### src/rtl/msta_pkg.sv
package msta_pkg;

  // Report kinds carried in the low bits of s_tuser
  typedef enum logic [1:0] {
    FUNC_TH    = 2'd0,
    FUNC_GYRO  = 2'd1,
    FUNC_DIST  = 2'd2,
    FUNC_KNOB  = 2'd3
  } func_t;

  // Configuration register indexes
  localparam int CfgIdxW = 3;
  localparam logic [CfgIdxW-1:0] REG_HOT    = 3'd0;
  localparam logic [CfgIdxW-1:0] REG_DRY    = 3'd1;
  localparam logic [CfgIdxW-1:0] REG_NEAR   = 3'd2;
  localparam logic [CfgIdxW-1:0] REG_KNOB   = 3'd3;
  localparam logic [CfgIdxW-1:0] REG_MOTION = 3'd4;
  localparam int CfgDataW = 11;

  // Reset values and allowed ranges of the limits
  localparam logic [6:0]  HOT_RESET    = 7'd32;
  localparam logic [6:0]  DRY_RESET    = 7'd30;
  localparam logic [10:0] NEAR_RESET   = 11'd120;
  localparam logic [6:0]  KNOB_RESET   = 7'd80;
  localparam logic [10:0] MOTION_RESET = 11'd100;
  localparam logic [6:0]  HOT_MAX      = 7'd80;
  localparam logic [6:0]  PCT_MAX      = 7'd100;
  localparam logic [10:0] NEAR_MIN     = 11'd10;
  localparam logic [10:0] NEAR_MAX     = 11'd2000;
  localparam logic [10:0] MOTION_MIN   = 11'd1;
  localparam logic [10:0] MOTION_MAX   = 11'd2000;

  // Flag bit positions
  localparam int ALERT_HOT    = 0;
  localparam int ALERT_DRY    = 1;
  localparam int ALERT_NEAR   = 2;
  localparam int ALERT_KNOB   = 3;
  localparam int ALERT_MOTION = 4;
  localparam int FAIL_TH      = 0;
  localparam int FAIL_GYRO    = 1;
  localparam int FAIL_DIST    = 2;
  localparam int FAIL_KNOB    = 3;

  localparam int InDataW  = 88;
  localparam int InUserW  = 4;
  localparam int OutDataW = 16;

  typedef struct packed {
    logic [6:0]  hot_limit_celsius;
    logic [6:0]  dry_limit_percent;
    logic [10:0] near_limit_mm;
    logic [6:0]  knob_high_percent;
    logic [10:0] motion_limit_dps;
  } limits_t;

  typedef struct packed {
    func_t              func;
    logic               report_valid;
    logic               range_ok;
    logic [7:0]         temperature_c;
    logic [7:0]         humidity_pct;
    logic signed [15:0] rate_x;
    logic signed [15:0] rate_y;
    logic signed [15:0] rate_z;
    logic [15:0]        dist_mm;
    logic [7:0]         knob_percent;
  } report_t;

  typedef struct packed {
    logic [4:0] alert_flags;
    logic [3:0] fail_flags;
  } flags_t;

  // Magnitude of a signed rate, most negative value saturates at 32767
  function automatic logic [14:0] rate_mag(input logic signed [15:0] rate);
    logic [15:0] neg;
    neg = 16'(-rate);
    if (!rate[15]) begin
      rate_mag = rate[14:0];
    end else if (neg[15]) begin
      rate_mag = 15'h7FFF;
    end else begin
      rate_mag = neg[14:0];
    end
  endfunction

endpackage

### src/rtl/msta_cfg.sv
module msta_cfg (
  input  logic                           clk,
  input  logic                           rst,
  input  logic                           wr_en,
  input  logic [msta_pkg::CfgIdxW-1:0]   wr_index,
  input  logic [msta_pkg::CfgDataW-1:0]  wr_data,
  output msta_pkg::limits_t              limits
);
  import msta_pkg::*;

  logic [6:0]  val7;
  logic [10:0] val11;

  assign val7  = wr_data[6:0];
  assign val11 = wr_data;

  // Hold each limit; drop writes whose value falls outside its range
  always_ff @(posedge clk) begin
    if (rst) begin
      limits.hot_limit_celsius <= HOT_RESET;
      limits.dry_limit_percent <= DRY_RESET;
      limits.near_limit_mm     <= NEAR_RESET;
      limits.knob_high_percent <= KNOB_RESET;
      limits.motion_limit_dps  <= MOTION_RESET;
    end else if (wr_en) begin
      unique case (wr_index)
        REG_HOT: begin
          if (val7 <= HOT_MAX) limits.hot_limit_celsius <= val7;
        end
        REG_DRY: begin
          if (val7 <= PCT_MAX) limits.dry_limit_percent <= val7;
        end
        REG_NEAR: begin
          if (val11 >= NEAR_MIN && val11 <= NEAR_MAX) limits.near_limit_mm <= val11;
        end
        REG_KNOB: begin
          if (val7 <= PCT_MAX) limits.knob_high_percent <= val7;
        end
        REG_MOTION: begin
          if (val11 >= MOTION_MIN && val11 <= MOTION_MAX) limits.motion_limit_dps <= val11;
        end
        default: begin
        end
      endcase
    end
  end

endmodule

### src/rtl/msta_eval.sv
module msta_eval (
  input  msta_pkg::report_t  report,
  input  msta_pkg::limits_t  limits,
  input  msta_pkg::flags_t   flags_cur,
  output msta_pkg::flags_t   flags_next
);
  import msta_pkg::*;

  logic [14:0] mag_x;
  logic [14:0] mag_y;
  logic [14:0] mag_z;
  logic        motion;
  logic        vld;

  assign vld    = report.report_valid;
  assign mag_x  = rate_mag(report.rate_x);
  assign mag_y  = rate_mag(report.rate_y);
  assign mag_z  = rate_mag(report.rate_z);
  assign motion = (mag_x > 15'(limits.motion_limit_dps)) ||
                  (mag_y > 15'(limits.motion_limit_dps)) ||
                  (mag_z > 15'(limits.motion_limit_dps));

  // Update only the flags of the reported sensor kind
  always_comb begin
    flags_next = flags_cur;
    unique case (report.func)
      FUNC_TH: begin
        flags_next.fail_flags[FAIL_TH]    = !vld;
        flags_next.alert_flags[ALERT_HOT] =
          vld && (report.temperature_c >= 8'(limits.hot_limit_celsius));
        flags_next.alert_flags[ALERT_DRY] =
          vld && (report.humidity_pct <= 8'(limits.dry_limit_percent));
      end
      FUNC_GYRO: begin
        flags_next.fail_flags[FAIL_GYRO]     = !vld;
        flags_next.alert_flags[ALERT_MOTION] = vld && motion;
      end
      FUNC_DIST: begin
        flags_next.fail_flags[FAIL_DIST]   = !vld;
        flags_next.alert_flags[ALERT_NEAR] = vld && report.range_ok &&
          (report.dist_mm < 16'(limits.near_limit_mm));
      end
      FUNC_KNOB: begin
        flags_next.fail_flags[FAIL_KNOB]   = !vld;
        flags_next.alert_flags[ALERT_KNOB] =
          vld && (report.knob_percent >= 8'(limits.knob_high_percent));
      end
    endcase
  end

endmodule

### src/rtl/multisensor_threshold_alert_monitor.sv
// Channel   Direction  Content
// s_axis    in         tdata: sensor readings, tuser: report kind and status bits
// m_axis    out        tdata: alert and failure flags after the report
// cfg       in         limit register write (index, value)
//
// One report per cycle sustained while m_tready stays high; a report passes
// through the input register, then flag evaluation into the result register.
// The flag registers update as a report moves into the result register.
// Reset (rst, synchronous) empties both stages, clears all flags and loads
// the default limits. A stalled result holds while one more report waits
// in the input register; cfg_ready is always high.
module multisensor_threshold_alert_monitor (
  input  logic                               clk,
  input  logic                               rst,
  input  logic                               s_tvalid,
  output logic                               s_tready,
  // [7:0] temperature_c, [15:8] humidity_pct, [31:16] rate_x, [47:32] rate_y,
  // [63:48] rate_z, [79:64] dist_mm, [87:80] knob_percent
  input  logic [msta_pkg::InDataW-1:0]       s_tdata,
  // [1:0] func, [2] report_valid, [3] range_ok
  input  logic [msta_pkg::InUserW-1:0]       s_tuser,
  output logic                               m_tvalid,
  input  logic                               m_tready,
  // [4:0] alert_flags, [8:5] fail_flags, [15:9] zero
  output logic [msta_pkg::OutDataW-1:0]      m_tdata,
  input  logic                               cfg_valid,
  output logic                               cfg_ready,
  input  logic [msta_pkg::CfgIdxW-1:0]       cfg_index,
  input  logic [msta_pkg::CfgDataW-1:0]      cfg_data
);
  import msta_pkg::*;

  limits_t limits;
  report_t in_report;
  logic    in_valid;
  flags_t  flags;
  flags_t  flags_next;
  flags_t  result;
  logic    advance;

  assign cfg_ready = 1'b1;

  msta_cfg u_cfg (
    .clk      (clk),
    .rst      (rst),
    .wr_en    (cfg_valid && cfg_ready),
    .wr_index (cfg_index),
    .wr_data  (cfg_data),
    .limits   (limits)
  );

  msta_eval u_eval (
    .report     (in_report),
    .limits     (limits),
    .flags_cur  (flags),
    .flags_next (flags_next)
  );

  // Move the input stage forward when the result register is free
  assign advance  = in_valid && (!m_tvalid || m_tready);
  assign s_tready = !in_valid || advance;

  // Input stage control
  always_ff @(posedge clk) begin
    if (rst) begin
      in_valid <= 1'b0;
    end else if (s_tready) begin
      in_valid <= s_tvalid;
    end
  end

  // Input stage payload
  always_ff @(posedge clk) begin
    if (s_tvalid && s_tready) begin
      in_report.func          <= func_t'(s_tuser[1:0]);
      in_report.report_valid  <= s_tuser[2];
      in_report.range_ok      <= s_tuser[3];
      in_report.temperature_c <= s_tdata[7:0];
      in_report.humidity_pct  <= s_tdata[15:8];
      in_report.rate_x        <= s_tdata[31:16];
      in_report.rate_y        <= s_tdata[47:32];
      in_report.rate_z        <= s_tdata[63:48];
      in_report.dist_mm       <= s_tdata[79:64];
      in_report.knob_percent  <= s_tdata[87:80];
    end
  end

  // Flag state advances with each evaluated report
  always_ff @(posedge clk) begin
    if (rst) begin
      flags <= '0;
    end else if (advance) begin
      flags <= flags_next;
    end
  end

  // Result register control
  always_ff @(posedge clk) begin
    if (rst) begin
      m_tvalid <= 1'b0;
    end else if (!m_tvalid || m_tready) begin
      m_tvalid <= in_valid;
    end
  end

  // Result register payload
  always_ff @(posedge clk) begin
    if (advance) begin
      result <= flags_next;
    end
  end

  assign m_tdata = {7'd0, result.fail_flags, result.alert_flags};

endmodule

### config.mk
export PLATFORM = sky130hd
export DESIGN_NAME = multisensor_threshold_alert_monitor
export DESIGN_NICKNAME = d
export VERILOG_FILES = /design/src/rtl/msta_pkg.sv /design/src/rtl/msta_cfg.sv /design/src/rtl/msta_eval.sv /design/src/rtl/multisensor_threshold_alert_monitor.sv
export SDC_FILE = /design/constraint.sdc
export NUM_CORES = 1
export LEC_CHECK = 0
export BUFFER_PORTS_ARGS = -buffer_cell sky130_fd_sc_hd__buf_2
export CORE_UTILIZATION = 30
export DETAILED_ROUTE_END_ITERATION = 8
export SYNTH_ARGS = -nofsm -noshare
export SYNTH_HDL_FRONTEND = slang
export SYNTH_HIERARCHICAL = 1
export SYNTH_SLANG_ARGS = --single-unit
### constraint.sdc
create_clock -name clk -period 5.81 [get_ports clk]
set_input_delay 1.162 -clock clk [delete_from_list [all_inputs] [get_ports clk]]
set_output_delay 1.162 -clock clk [all_outputs]
set_load 0.05 [all_outputs]
# Yosys cells after proc, flatten, opt, wreduce, memory -nomap -nowiden
# Cells that the tools add are included.
[totals]
reg_bits = 155
[classes]
addsub = 3
order_cmp = 12
n_eq_ne = 7
mux = 14
n_reduce_logical = 24
[op_table]
columns = ["op", "count"]
rows = [
  ["15-bit 2-to-1 mux", 6],
  ["16-bit negation", 3],
  ["15-bit by 11-bit greater-than comparator with 1-bit output", 3],
  ["8-bit by 7-bit >= comparator with 1-bit output", 2],
  ["16-bit by 11-bit less-than comparator with 1-bit output", 1],
  ["3-bit AND reduction", 5],
  ["7-bit <= comparator (second input constant)", 2],
  ["11-bit by 1-bit >= comparator with 1-bit output (second input constant)", 1],
  ["11-bit by 4-bit >= comparator with 1-bit output (second input constant)", 1],
  ["11-bit <= comparator (second input constant)", 1],
  ["1-bit logical AND", 10],
  ["8-bit by 7-bit <= comparator with 1-bit output", 1],
  ["1-bit 2-to-1 mux", 7],
  ["3-bit by 2-bit == test with 1-bit output (second input constant)", 2],
  ["2-bit == test (second input constant)", 2],
  ["1-bit logical OR", 4],
  ["3-bit by 1-bit == test with 1-bit output (second input constant)", 1],
  ["3-bit == test (second input constant)", 1],
  ["1-bit logical NOT", 3],
  ["3-bit logical NOT", 1],
  ["2-bit by 1-bit == test with 1-bit output (second input constant)", 1],
  ["2-bit logical NOT", 1],
  ["2-bit 2-to-1 mux", 1],
]

# Longest topological paths before layout
[depth]
depth_word = 8
depth_mapped = 16
ltp_nobuf = 16

# By module
# Netlist, hierarchy kept.
[modules_own_cells]
columns = ["mod", "n_inst", "cells_each", "area_per_inst_um2", "seq_area_each_um2"]
rows = [
  ["multisensor_threshold_alert_monitor", 1, 160, 3589.7, 3253.1],
  ["msta_eval", 1, 401, 2745.1, 0.0],
  ["msta_cfg", 1, 183, 1710.4, 860.8],
]

# Worst setup path after synthesis
# OpenSTA, ideal clock, no wires.
[synth_path]
path_type = "input to register"
from = "in m_tready"
to = "reg in_report[0] (netlist name) (enable)"
setup_time_ns = 0.573
arrival_ns = 5.675
slack_ns = -0.438
stages = 2
n_path_buf = 0
path_cell_list = "nor2b_4 -> a21oi_1"
[synth_between]
elab_chain_cells = 4
[synth_rtl]
columns = ["item", "line_no", "source"]
rows = [
  ["start: declaration", "multisensor_threshold_alert_monitor.sv:23", "input logic m_tready,"],
  ["1-bit logical OR", "multisensor_threshold_alert_monitor.sv:60", "assign advance = in_valid && (!m_tvalid || m_tready);"],
  ["1-bit logical AND", "multisensor_threshold_alert_monitor.sv:60", ""],
  ["1-bit logical OR", "multisensor_threshold_alert_monitor.sv:61", "assign s_tready = !in_valid || advance;"],
  ["1-bit logical AND", "multisensor_threshold_alert_monitor.sv:74", "if (s_tvalid && s_tready) begin"],
  ["end: declaration", "multisensor_threshold_alert_monitor.sv:34", "report_t in_report;"],
]
# No other way between the ends.
# A chain may end at the register's enable or synchronous reset.

==> impl_metrics.py <==
metrics = {
    "global_route": {
        "grt_pass1_wl_mm": 28.6,
        "gr-usage-all-layers_pct": 13.4,
        "grt_pass1_vias": 5352,
        "grt_overflow_total": 0,
        "grt_max_degree": 56,
        "antenna_found_initial": 1,
    },
    "layout": {
        "finalNetCount": 1040,
        "final_area_um2": 9580,
        "drive_above_1_share_pct": 20.5,
        "final_cell_count_no_fill": 1210,
        "mostFrequentLayoutCells": "buf_2 (121), edfxtp_1 (101), nand2_1 (78), ha_1 (67)",
        "diodes": 0,
        "layout_commonest_cell": "buf_2",
        "syn_to_final_growth_pct": 19.0,
        "final_util_pct": 36.5,
    },
    "synth": {
        "syn_area_um2": 8050,
        "synth_edf_count": 101,
        "synthDistinctLibCells": 64,
        "syn_avg_cell_area_um2": 10.8,
        "synth_top_cell_by_area": "edfxtp_1",
        "synthFlopType": "edfxtp_1",
        "async_flop_share_pct": 0,
        "ys_ff_latch": 155,
        "synthTopCellsByArea": "edfxtp_1 (38%), dfxtp_1 (13%), ha_1 (10%)",
        "yosys.area.top_type_share_pct": 37.7,
        "yosys_warnings": 6,
        "synth_cells": 744,
        "ys_seq_area_share_pct": 51.1,
    },
    "worst_setup_path": {
        "path_max_fanout": 10,
        "r2r-start": "in_report[27]$_DFFE_PP_",
        "critical_path_class": "reg -> reg",
        "crit_required_ns": 6.08,
        "critPathCaptureType": "register",
        "r2r_slack_ns": 1.82,
        "crit_start": "in_report[27]$_DFFE_PP_",
        "rr_worst_depth": 15,
        "critPathLaunchType": "register",
        "r2r_end": "flags[8]$_SDFFE_PP0P_",
        "crit_arrival_ns": 4.26,
    },
    "cts": {
        "cts_made_buffers": 17,
        "cts.reportedPaths.clkPinSlew_ns": 0.07,
        "max-clock-path-buffers": 2,
        "clkLatencyLatePin_ns": 0.43,
        "cts_tree": "done",
        "post_cts_resize_count": 0,
        "h-tree-depth": 4,
        "root_buffer": "clkbuf_16",
        "cts_setup_buffers": 0,
        "cts.sinks": 155,
        "postCtsHoldBufs": 0,
    },
    "route": {
        "totalWireLength_mm": 18.2,
        "via_per_inst": 4.68,
        "drc": 12,
        "drtIter0Drc": 351,
        "antenna_left": 0,
        "num_vias": 5665,
        "drtPass1Iterations": 7,
        "wire_per_inst_um": 15.0,
    },
    "job": {
        "max-cap-violations": 0,
    },
    "power_and_ir_drop": {
        "ir_worst_vdd_uv": 205,
        "p_per_area_nw_per_um2": 284,
        "power_mw": 2.72,
        "p_leak_nw": 3.91,
    },
    "timing": {
        "fmax_mhz": 251,
        "final-setup-viol-count": 0,
        "fin_tns_setup_ns": 0,
        "finalClockSkew_ns": 0.0103,
        "worst_pin_slew_ns": 1.21,
        "rsz0062_at_grt": "false",
        "slew_headroom_pct": 19.0,
        "final_max_slew_viol_count": 0,
        "setup_slack_ns": 1.82,
        "post-route-min-period_ns": 3.99,
        "hold_violations": 0,
        "finalCritPeriodShare_pct": 68.7,
        "whs_ns": 0.461,
    },
    "run_status": {
        "violations": "DRC",
        "status": "finished with violations",
    },
    "place": {
        "pre_cts_ws_ns": 1.86,
        "gp_congestion": 0.809,
        "placedCellCount": 1178,
        "io_buffers": 121,
        "dp_hpwl_mm": 13.4,
        "dpl_cell_area_um2": 8960,
    },
    "die": {
        "dieArea_um2": 27500,
        "die_w_um": 166,
        "start_util_pct": 30.7,
        "ioPinCount": 130,
        "core_area_um2": 26200,
        "num_rows": 59,
        "fp.dieH_um": 166,
    },
    "worst_hold_path": {
        "hold_path_class": "reg -> reg",
        "hold_depth": 2,
        "min-delay-start": "u_cfg/limits[27]$_SDFFE_PP0P_",
        "holdPathEnd": "u_cfg/limits[27]$_SDFFE_PP0P_",
    },
}
## Yosys cell counts, drive strengths merged (16+ instances only)
master  count
a21oi      31
buf        16
dfxtp      54
edfxtp    101
ha         67
inv        54
mux2i      35
nand2      78
nand2b     26
nor2       44
nor3       30
o21ai      31
xor2       24
## final cells by class
class,count,area [µm²]
clock buffer,18,429
clock inverter,14,183
fill,2543,16600
inverter,54,203
multi-input combinational,510,3600
sequential,155,4110
tap,335,419
timing repair buffer,124,628
## worst max path at each step
| stage | endpoint | slack [ns] | cells past startpoint |
|---|---|---|---|
| global placement | flags[8]$_SDFFE_PP0P_ | 1.98 | 15 |
| finish | flags[8]$_SDFFE_PP0P_ | 1.82 | 15 |
| CTS | flags[8]$_SDFFE_PP0P_ | 1.81 | 15 |
| detailed placement | flags[8]$_SDFFE_PP0P_ | 1.86 | 15 |
| global route | flags[8]$_SDFFE_PP0P_ | 1.47 | 15 |
| floorplan | in_report[0]$_DFFE_PP_ | 1.65 | 2 |
## routing by layer
metal  share of wire, %  wire, µm  vias to the layer above  track usage [%]
met4                1.1       194                        2             3.98
met5              0.072        13                        -                0
li1                   -         -                     2900                -
met2                 44      8050                      133             20.8
met1                 51      9200                     2613             18.6
met3                4.0       729                       17             2.91
## worst max-delay path: stages, from the launching register on
cell and delay (ns):
edfxtp_1 0.42, or3_4 0.42, or4_1 0.52, nor4_2 0.26, nand2_1 0.27, nand2_1 0.14, ha_1 0.25, a21oi_1 0.13
nor2_1 0.05, a211oi_1 0.21, a21oi_1 0.10, or3_1 0.36, nor4_1 0.31, a41oi_1 0.21, nand2b_1 0.11, mux2i_1 0.06
## power by group
group          internal, mW  switching [mW]  total, mW
clock                 0.686           0.481       1.17
combinational         0.120           0.168      0.288
sequential             1.23          0.0364       1.27
## state kept, by name, summed over array words and instances (netlist names)
name,count
in_report,92
m_tvalid,1
in_valid,1
m_tdata,9
flags,9
u_cfg/limits,43
## cells by family after synthesis
kind of cell,Yosys count,share of synthesized area (%)
other,2,0.0933
AOI/OAI and AO/OA,124,10.2
buffers and inverters,85,4.70
muxes,36,4.49
and+or+nand+nor,247,15.9
DFF,155,51.1
xor gates and xnor gates,28,3.05
adders and majority gates,67,10.4
Note: power is estimated with default switching activity, not from simulation.
